File: config.mk
export PLATFORM = sky130hd
export DESIGN_NAME = decimal_string_to_int64_checked
export DESIGN_NICKNAME = d
export VERILOG_FILES = /design/src/hdl/dsi64_pkg.sv /design/src/hdl/dsi64_in_stage.sv /design/src/hdl/dsi64_parse.sv /design/src/hdl/dsi64_out_stage.sv /design/src/hdl/decimal_string_to_int64_checked.sv
export SDC_FILE = /design/constraint.sdc
export NUM_CORES = 1
export LEC_CHECK = 0
export ABC_AREA = 1
export BUFFER_PORTS_ARGS = -buffer_cell sky130_fd_sc_hd__buf_2
export CORE_ASPECT_RATIO = 0.8
export CORE_MARGIN = 4
export CORE_UTILIZATION = 25
export DETAILED_ROUTE_END_ITERATION = 8
export GPL_TIMING_DRIVEN = 1
export SETUP_SLACK_MARGIN = 0.02
export SLEW_MARGIN = 20
export SYNTH_ARGS = -nofsm -noshare
export SYNTH_HDL_FRONTEND = slang
export SYNTH_SLANG_ARGS = --single-unit
File: constraint.sdc
create_clock -name clk -period 3 [get_ports clk]
set_input_delay 0.6 -clock clk [delete_from_list [all_inputs] [get_ports clk]]
set_output_delay 0.6 -clock clk [all_outputs]
set_load 0.05 [all_outputs]
File: src/hdl/dsi64_pkg.sv
// Shared types and constants for the checked ASCII decimal to int64 converter.
package dsi64_pkg;

    localparam int unsigned DEF_MAX_DIGITS = 19;
    localparam int unsigned CHAR_W         = 8;
    localparam int unsigned CNT_W          = 5;
    localparam int unsigned MAG_W          = 64;

    localparam logic [CNT_W-1:0]  CNT_SAT    = CNT_W'(20);
    localparam logic [CHAR_W-1:0] CH_ZERO    = 8'h30;
    localparam logic [CHAR_W-1:0] CH_NINE    = 8'h39;
    localparam logic [CHAR_W-1:0] CH_PLUS    = 8'h2B;
    localparam logic [CHAR_W-1:0] CH_MINUS   = 8'h2D;

    typedef enum logic [1:0] {
        PH_START  = 2'd0,
        PH_SIGN   = 2'd1,
        PH_DIGITS = 2'd2
    } phase_t;

    typedef struct packed {
        logic [CHAR_W-1:0] char_code;
        logic              end_of_text;
    } in_word_t;

    typedef struct packed {
        logic                    is_valid;
        logic signed [MAG_W-1:0] number;
    } out_word_t;

endpackage

File: src/hdl/dsi64_in_stage.sv
// Input register: holds one accepted word until the parser consumes it.
module dsi64_in_stage
    import dsi64_pkg::*;
(
    input  logic     clk,
    input  logic     rst_n,
    input  logic     in_valid,
    output logic     in_ready,
    input  in_word_t in_data,
    input  logic     take,
    output logic     hold_valid,
    output in_word_t hold_data
);

    logic     valid_reg;
    logic     valid_next;
    in_word_t data_reg;

    assign in_ready   = !valid_reg || take;
    assign hold_valid = valid_reg;
    assign hold_data  = data_reg;

    always_comb
    begin
        valid_next = valid_reg;
        if (in_valid && in_ready)
        begin
            valid_next = 1'b1;
        end
        else if (take)
        begin
            valid_next = 1'b0;
        end
    end

    always_ff @(posedge clk or negedge rst_n)
    begin
        if (!rst_n)
        begin
            valid_reg <= 1'b0;
        end
        else
        begin
            valid_reg <= valid_next;
        end
    end

    always_ff @(posedge clk)
    begin
        if (in_valid && in_ready)
        begin
            data_reg <= in_data;
        end
    end

endmodule

File: src/hdl/dsi64_parse.sv
// Parser state and per-character update; forms the result on an end marker.
module dsi64_parse
    import dsi64_pkg::*;
#(
    parameter int unsigned MAX_DIGITS = DEF_MAX_DIGITS
)
(
    input  logic      clk,
    input  logic      rst_n,
    input  logic      go,
    input  in_word_t  word,
    output out_word_t res
);

    localparam logic [CNT_W-1:0] MAX_CNT = CNT_W'(MAX_DIGITS);

    phase_t            phase_reg,    phase_next;
    logic              neg_reg,      neg_next;
    logic [CNT_W-1:0]  cnt_reg,      cnt_next;
    logic [MAG_W-1:0]  mag_reg,      mag_next;
    logic              bad_reg,      bad_next;

    logic              is_digit;
    logic [3:0]        digit_val;
    logic [CNT_W-1:0]  cnt_inc;
    logic              in_range;
    logic              ok;

    assign is_digit  = word.char_code inside {[CH_ZERO:CH_NINE]};
    assign digit_val = 4'(word.char_code - CH_ZERO);
    assign cnt_inc   = (cnt_reg < CNT_SAT) ? cnt_reg + CNT_W'(1) : cnt_reg;

    // Negative side may reach 2^63 exactly.
    assign in_range = !mag_reg[MAG_W-1] || (neg_reg && (mag_reg[MAG_W-2:0] == '0));
    assign ok       = !bad_reg && (phase_reg == PH_DIGITS) && (cnt_reg <= MAX_CNT)
                      && in_range;

    always_comb
    begin
        res.is_valid = ok;
        if (!ok)
        begin
            res.number = '0;
        end
        else if (neg_reg)
        begin
            res.number = -mag_reg;
        end
        else
        begin
            res.number = mag_reg;
        end
    end

    always_comb
    begin
        phase_next = phase_reg;
        neg_next   = neg_reg;
        cnt_next   = cnt_reg;
        mag_next   = mag_reg;
        bad_next   = bad_reg;
        if (go)
        begin
            if (word.end_of_text)
            begin
                phase_next = PH_START;
                neg_next   = 1'b0;
                cnt_next   = '0;
                mag_next   = '0;
                bad_next   = 1'b0;
            end
            else if (!bad_reg)
            begin
                if (!is_digit)
                begin
                    if ((phase_reg == PH_START)
                        && (word.char_code == CH_PLUS || word.char_code == CH_MINUS))
                    begin
                        neg_next   = (word.char_code == CH_MINUS);
                        phase_next = PH_SIGN;
                    end
                    else
                    begin
                        bad_next = 1'b1;
                    end
                end
                else
                begin
                    phase_next = PH_DIGITS;
                    // leading zeros leave count and magnitude alone
                    if (!(word.char_code == CH_ZERO && cnt_reg == '0))
                    begin
                        cnt_next = cnt_inc;
                        if (cnt_inc <= MAX_CNT)
                        begin
                            mag_next = (mag_reg << 3) + (mag_reg << 1)
                                       + MAG_W'(digit_val);
                        end
                    end
                end
            end
        end
    end

    always_ff @(posedge clk or negedge rst_n)
    begin
        if (!rst_n)
        begin
            phase_reg <= PH_START;
            neg_reg   <= 1'b0;
            cnt_reg   <= '0;
            mag_reg   <= '0;
            bad_reg   <= 1'b0;
        end
        else
        begin
            phase_reg <= phase_next;
            neg_reg   <= neg_next;
            cnt_reg   <= cnt_next;
            mag_reg   <= mag_next;
            bad_reg   <= bad_next;
        end
    end

endmodule

File: src/hdl/dsi64_out_stage.sv
// Result register: holds one result word until the consumer takes it.
module dsi64_out_stage
    import dsi64_pkg::*;
(
    input  logic      clk,
    input  logic      rst_n,
    input  logic      load,
    input  out_word_t load_data,
    output logic      free,
    output logic      out_valid,
    input  logic      out_ready,
    output out_word_t out_data
);

    logic      valid_reg;
    logic      valid_next;
    out_word_t data_reg;

    assign free      = !valid_reg || out_ready;
    assign out_valid = valid_reg;
    assign out_data  = data_reg;

    always_comb
    begin
        valid_next = valid_reg;
        if (load)
        begin
            valid_next = 1'b1;
        end
        else if (out_ready)
        begin
            valid_next = 1'b0;
        end
    end

    always_ff @(posedge clk or negedge rst_n)
    begin
        if (!rst_n)
        begin
            valid_reg <= 1'b0;
        end
        else
        begin
            valid_reg <= valid_next;
        end
    end

    always_ff @(posedge clk)
    begin
        if (load)
        begin
            data_reg <= load_data;
        end
    end

endmodule

File: src/hdl/decimal_string_to_int64_checked.sv
// Top level of the checked ASCII decimal string to signed 64-bit converter.
//
//   channel   direction  handshake             word
//   in        input      in_valid / in_ready   in_data  (char_code, end_of_text)
//   out       output     out_valid / out_ready out_data (is_valid, number)
//
// One word per cycle is taken unless the input stalls. Each word is held in the input
// register, and the parser consumes it from there (shift-add times ten plus digit).
// An end marker's result is loaded into the result register once that register is
// free, and the consumer takes it from the result register.
// Reset (rst_n low) clears both stage valids and returns the parser to string start.
// Characters never wait in the input register. Input stalls only while an end marker
// waits behind a full result register that is not being taken.
module decimal_string_to_int64_checked
    import dsi64_pkg::*;
#(
    parameter int unsigned MAX_DIGITS = DEF_MAX_DIGITS
)
(
    input  logic      clk,
    input  logic      rst_n,
    input  logic      in_valid,
    output logic      in_ready,
    input  in_word_t  in_data,
    output logic      out_valid,
    input  logic      out_ready,
    output out_word_t out_data
);

    logic      hold_valid;
    in_word_t  hold_data;
    logic      free;
    logic      go;
    logic      load;
    out_word_t res;

    assign go   = hold_valid && (!hold_data.end_of_text || free);
    assign load = go && hold_data.end_of_text;

    dsi64_in_stage u_in_stage (
        .clk        (clk),
        .rst_n      (rst_n),
        .in_valid   (in_valid),
        .in_ready   (in_ready),
        .in_data    (in_data),
        .take       (go),
        .hold_valid (hold_valid),
        .hold_data  (hold_data)
    );

    dsi64_parse #(
        .MAX_DIGITS (MAX_DIGITS)
    ) u_parse (
        .clk   (clk),
        .rst_n (rst_n),
        .go    (go),
        .word  (hold_data),
        .res   (res)
    );

    dsi64_out_stage u_out_stage (
        .clk       (clk),
        .rst_n     (rst_n),
        .load      (load),
        .load_data (res),
        .free      (free),
        .out_valid (out_valid),
        .out_ready (out_ready),
        .out_data  (out_data)
    );

    // input stalls only behind a blocked end marker
    a_stall_cause: assert property (@(posedge clk) disable iff (!rst_n)
        !in_ready |-> (hold_valid && hold_data.end_of_text && out_valid && !out_ready))
        else $error("input stalled without a blocked end marker");

    a_load_free: assert property (@(posedge clk) disable iff (!rst_n)
        load |-> free)
        else $error("result register overwritten");

    a_invalid_zero: assert property (@(posedge clk) disable iff (!rst_n)
        (out_valid && !out_data.is_valid) |-> (out_data.number == '0))
        else $error("invalid result carries nonzero number");

    a_result_follows: assert property (@(posedge clk) disable iff (!rst_n)
        load |=> out_valid)
        else $error("loaded result not presented");

endmodule

==> results_dict.tcl <==
set metrics [dict create \
    drt_wl_total_microns 45200 \
    fmax_mhz 358 \
    max-vdd-ir-drop_v 0.000393 \
    cts_made_buffers 17 \
    ys_types 42 \
    grt_max_degree 65 \
    drv_slew 0 \
    hpwl_microns 37000 \
    endpoint_kind "flop" \
    drt-wirelength-per-cell_microns 14.8 \
    p_per_area_nw_per_um2 857 \
    hold_buffers 0 \
    numPortBuffers 79 \
    skew_ns 0.0270 \
    crit_fanout 4 \
    yosysSeqAreaShare_pct 29.2 \
    ant_nets 0 \
    antenna_found_initial 0 \
    grt_pass1_vias 12700 \
    drtIter0Drc 993 \
    maxCapViolCount 0 \
    cts_tree "done" \
    core-area_sq_um 55400 \
    clk_pin_slew_ns 0.08 \
    rows 77 \
    ys_warn_count 0 \
    hold_viol 0 \
    root_buffer "clkbuf_16" \
    cp-start-kind "flop" \
    die_w_microns 273 \
    vias 13700 \
    placed_cell_area_sq_um 15600 \
    grt_use_total_pct 15.1 \
    cts_sinks 149 \
    finalSetupViolCount 0 \
    syn_nets 2337 \
    netlist_area_sq_um 14100 \
    h-tree-depth 4 \
    place_worst_setup_slack_ns 0.162 \
    async_reset_ff_share_pct 50.3 \
    final.setup.worst_slack_ns 0.208 \
    clk_latency_ns 0.46 \
    grt-ovfl-total 0 \
    synth-edff-count 74 \
    finalSetupTns_ns 0 \
    diodes 0 \
    rsz0062_at_grt "yes" \
    final_cell_area_sq_um 16200 \
    yosys.area.top_type "nand2_1" \
    worst_pin_slew_ns 0.862 \
    largest_reg_flops 65 \
    ys_ff_latch 149 \
    yosys-top-cells-area "nand2_1 (23%), edfxtp_1 (16%), dfrtp_1 (13%), ha_1 (11%), inv_1 (9.5%)" \
    clockBufferDepth 2 \
    critical_path_arrival_ns 3.12 \
    synth_common_cells "nand2_1 (844), inv_1 (357), nor2_1 (232), ha_1 (125), nand3_1 (112)" \
    fin_nets 2443 \
    yosysMostFrequentCell "nand2_1" \
    fin_crit_ns 2.79 \
    synthCells 2197 \
    firstDrtPassIters 5 \
    leakagePower_nw 9.02 \
    status "finished, final reports clean" \
    viasPerCell 4.46 \
    start_util_pct 25.4 \
    drc_errors 0 \
    die_y_microns 220 \
    drive_above_1_share_pct 9.50 \
    hold_class "in -> async" \
    maxSlewHeadroom_pct 42.4 \
    num_io_pins 80 \
    area_growth_pct 15.0 \
    synth_ff_type "dfrtp_1" \
    crit_type "reg -> reg" \
    grt_pass1_wl_microns 70700 \
    postSynthAreaPerCell_sq_um 6.40 \
    yosysTopAreaCellShare_pct 22.5 \
    finalCritPeriodShare_pct 93.1 \
    gp_congestion 1.00 \
    worstPathRequired_ns 3.33 \
    dieArea_sq_um 60100 \
]
cells in the final DEF, fill, tap and decap left out, types with 12 or more instances in the layout:
cell type | Yosys | routed
nand2_1 | 844 | 843
inv_1 | 357 | 356
nor2_1 | 232 | 232
ha_1 | 125 | 125
nand3_1 | 112 | 111
buf_2 | 10 | 78
edfxtp_1 | 74 | 74
dfrtp_1 | 75 | 74
xor2_1 | 72 | 72
a21oi_1 | 70 | 69
nor2_2 | 35 | 35
buf_4 | 0 | 33
o21ai_0 | 29 | 29
nor3_1 | 24 | 24
o21ai_1 | 20 | 20
nand4_1 | 18 | 18
clkbuf_16 | 0 | 18
inv_2 | 15 | 16
a21oi_2 | 11 | 12
nand3b_1 | 12 | 12
cell families after synthesis:
family	synth area share (%)
AOI/OAI and AO/OA	5.85
adders and majority gates	11.4
and+or+nand+nor	37.6
buffers and inverters	11.1
DFF	29.2
xor gates and xnor gates	4.86
path summary, 6_finish.rpt:
kind                                    startpoint  slack (ns)                 endpoint  depth (start not counted)
setup / recovery           u_in_stage.hold_data[4]        0.21      u_parse.mag_reg[26]                         13
hold / removal                               rst_n        0.17      u_parse.mag_reg[43]                          1
setup reg to reg           u_in_stage.hold_data[4]        0.21      u_parse.mag_reg[26]                         13
hold reg to reg              u_out_stage.out_valid        0.54    u_out_stage.out_valid                          2
max in group asynchronous                    rst_n        2.14          u_parse.neg_reg                          2
min in group clk                        in_data[0]        0.33  u_in_stage.hold_data[0]                          1
critical path, cell delays in order, from the launching register on:
cell      delay, ns
edfxtp_1       0.37
inv_1          0.10
fa_1           0.55
inv_1          0.07
fa_1           0.47
nand3_1        0.12
nand3_2        0.11
nand2_1        0.08
nand2_1        0.10
nand3_1        0.09
nand3_1        0.16
or2_2          0.32
nand3_1        0.07
o21ai_1        0.06
final cells by class:
| type | count | area (sq um) |
|---|---|---|
| Fill cell | 6126 | 39200 |
| Multi-Input combinational cell | 1647 | 8410 |
| Sequential cell | 149 | 4100 |
| Inverter | 372 | 1400 |
| Tap cell | 750 | 938 |
| Timing Repair Buffer | 116 | 738 |
| Clock buffer | 24 | 473 |
| Clock inverter | 8 | 103 |
repair_timing:
item	CTS	global route
resized for setup	0	2
setup endpoints to repair	0	7
buffers inserted	0	0
metal layers:
layer  global-route usage [%]  share of wire, %  vias up  routed length [microns]
li1                         -                 -     7032                        -
met1                     22.8                51     6178                    23100
met2                     22.5                40      424                    18100
met3                     1.77               6.9       49                     3140
met4                     3.96               1.9        0                      842
met5                        0                 0        -                        0
power by group:
part | switching, mW | internal [mW] | leakage (nW) | total (mW)
Clock | 0.927 | 1.27 | 0.274 | 2.20
Combinational | 5.53 | 2.76 | 7.02 | 8.29
Sequential | 0.816 | 2.54 | 1.73 | 3.35
Total | 7.28 | 6.57 | 9.02 | 13.8
stage by stage:
stage / total power, mW / instances / hold WS (ns) / utilization, %
global route: 15.0 / 3066 / 0.204 / 29.2
global placement: 11.4 / 3034 / 0.515 / 28.1
detailed placement: 11.4 / 3034 / 0.519 / 28.1
CTS: 13.7 / 3066 / 0.177 / 29.1
floorplan: 8.83 / 2197 / 0.304 / -
finish: 13.8 / 3066 / 0.166 / 29.2
Power figures use the tool's default switching activity.
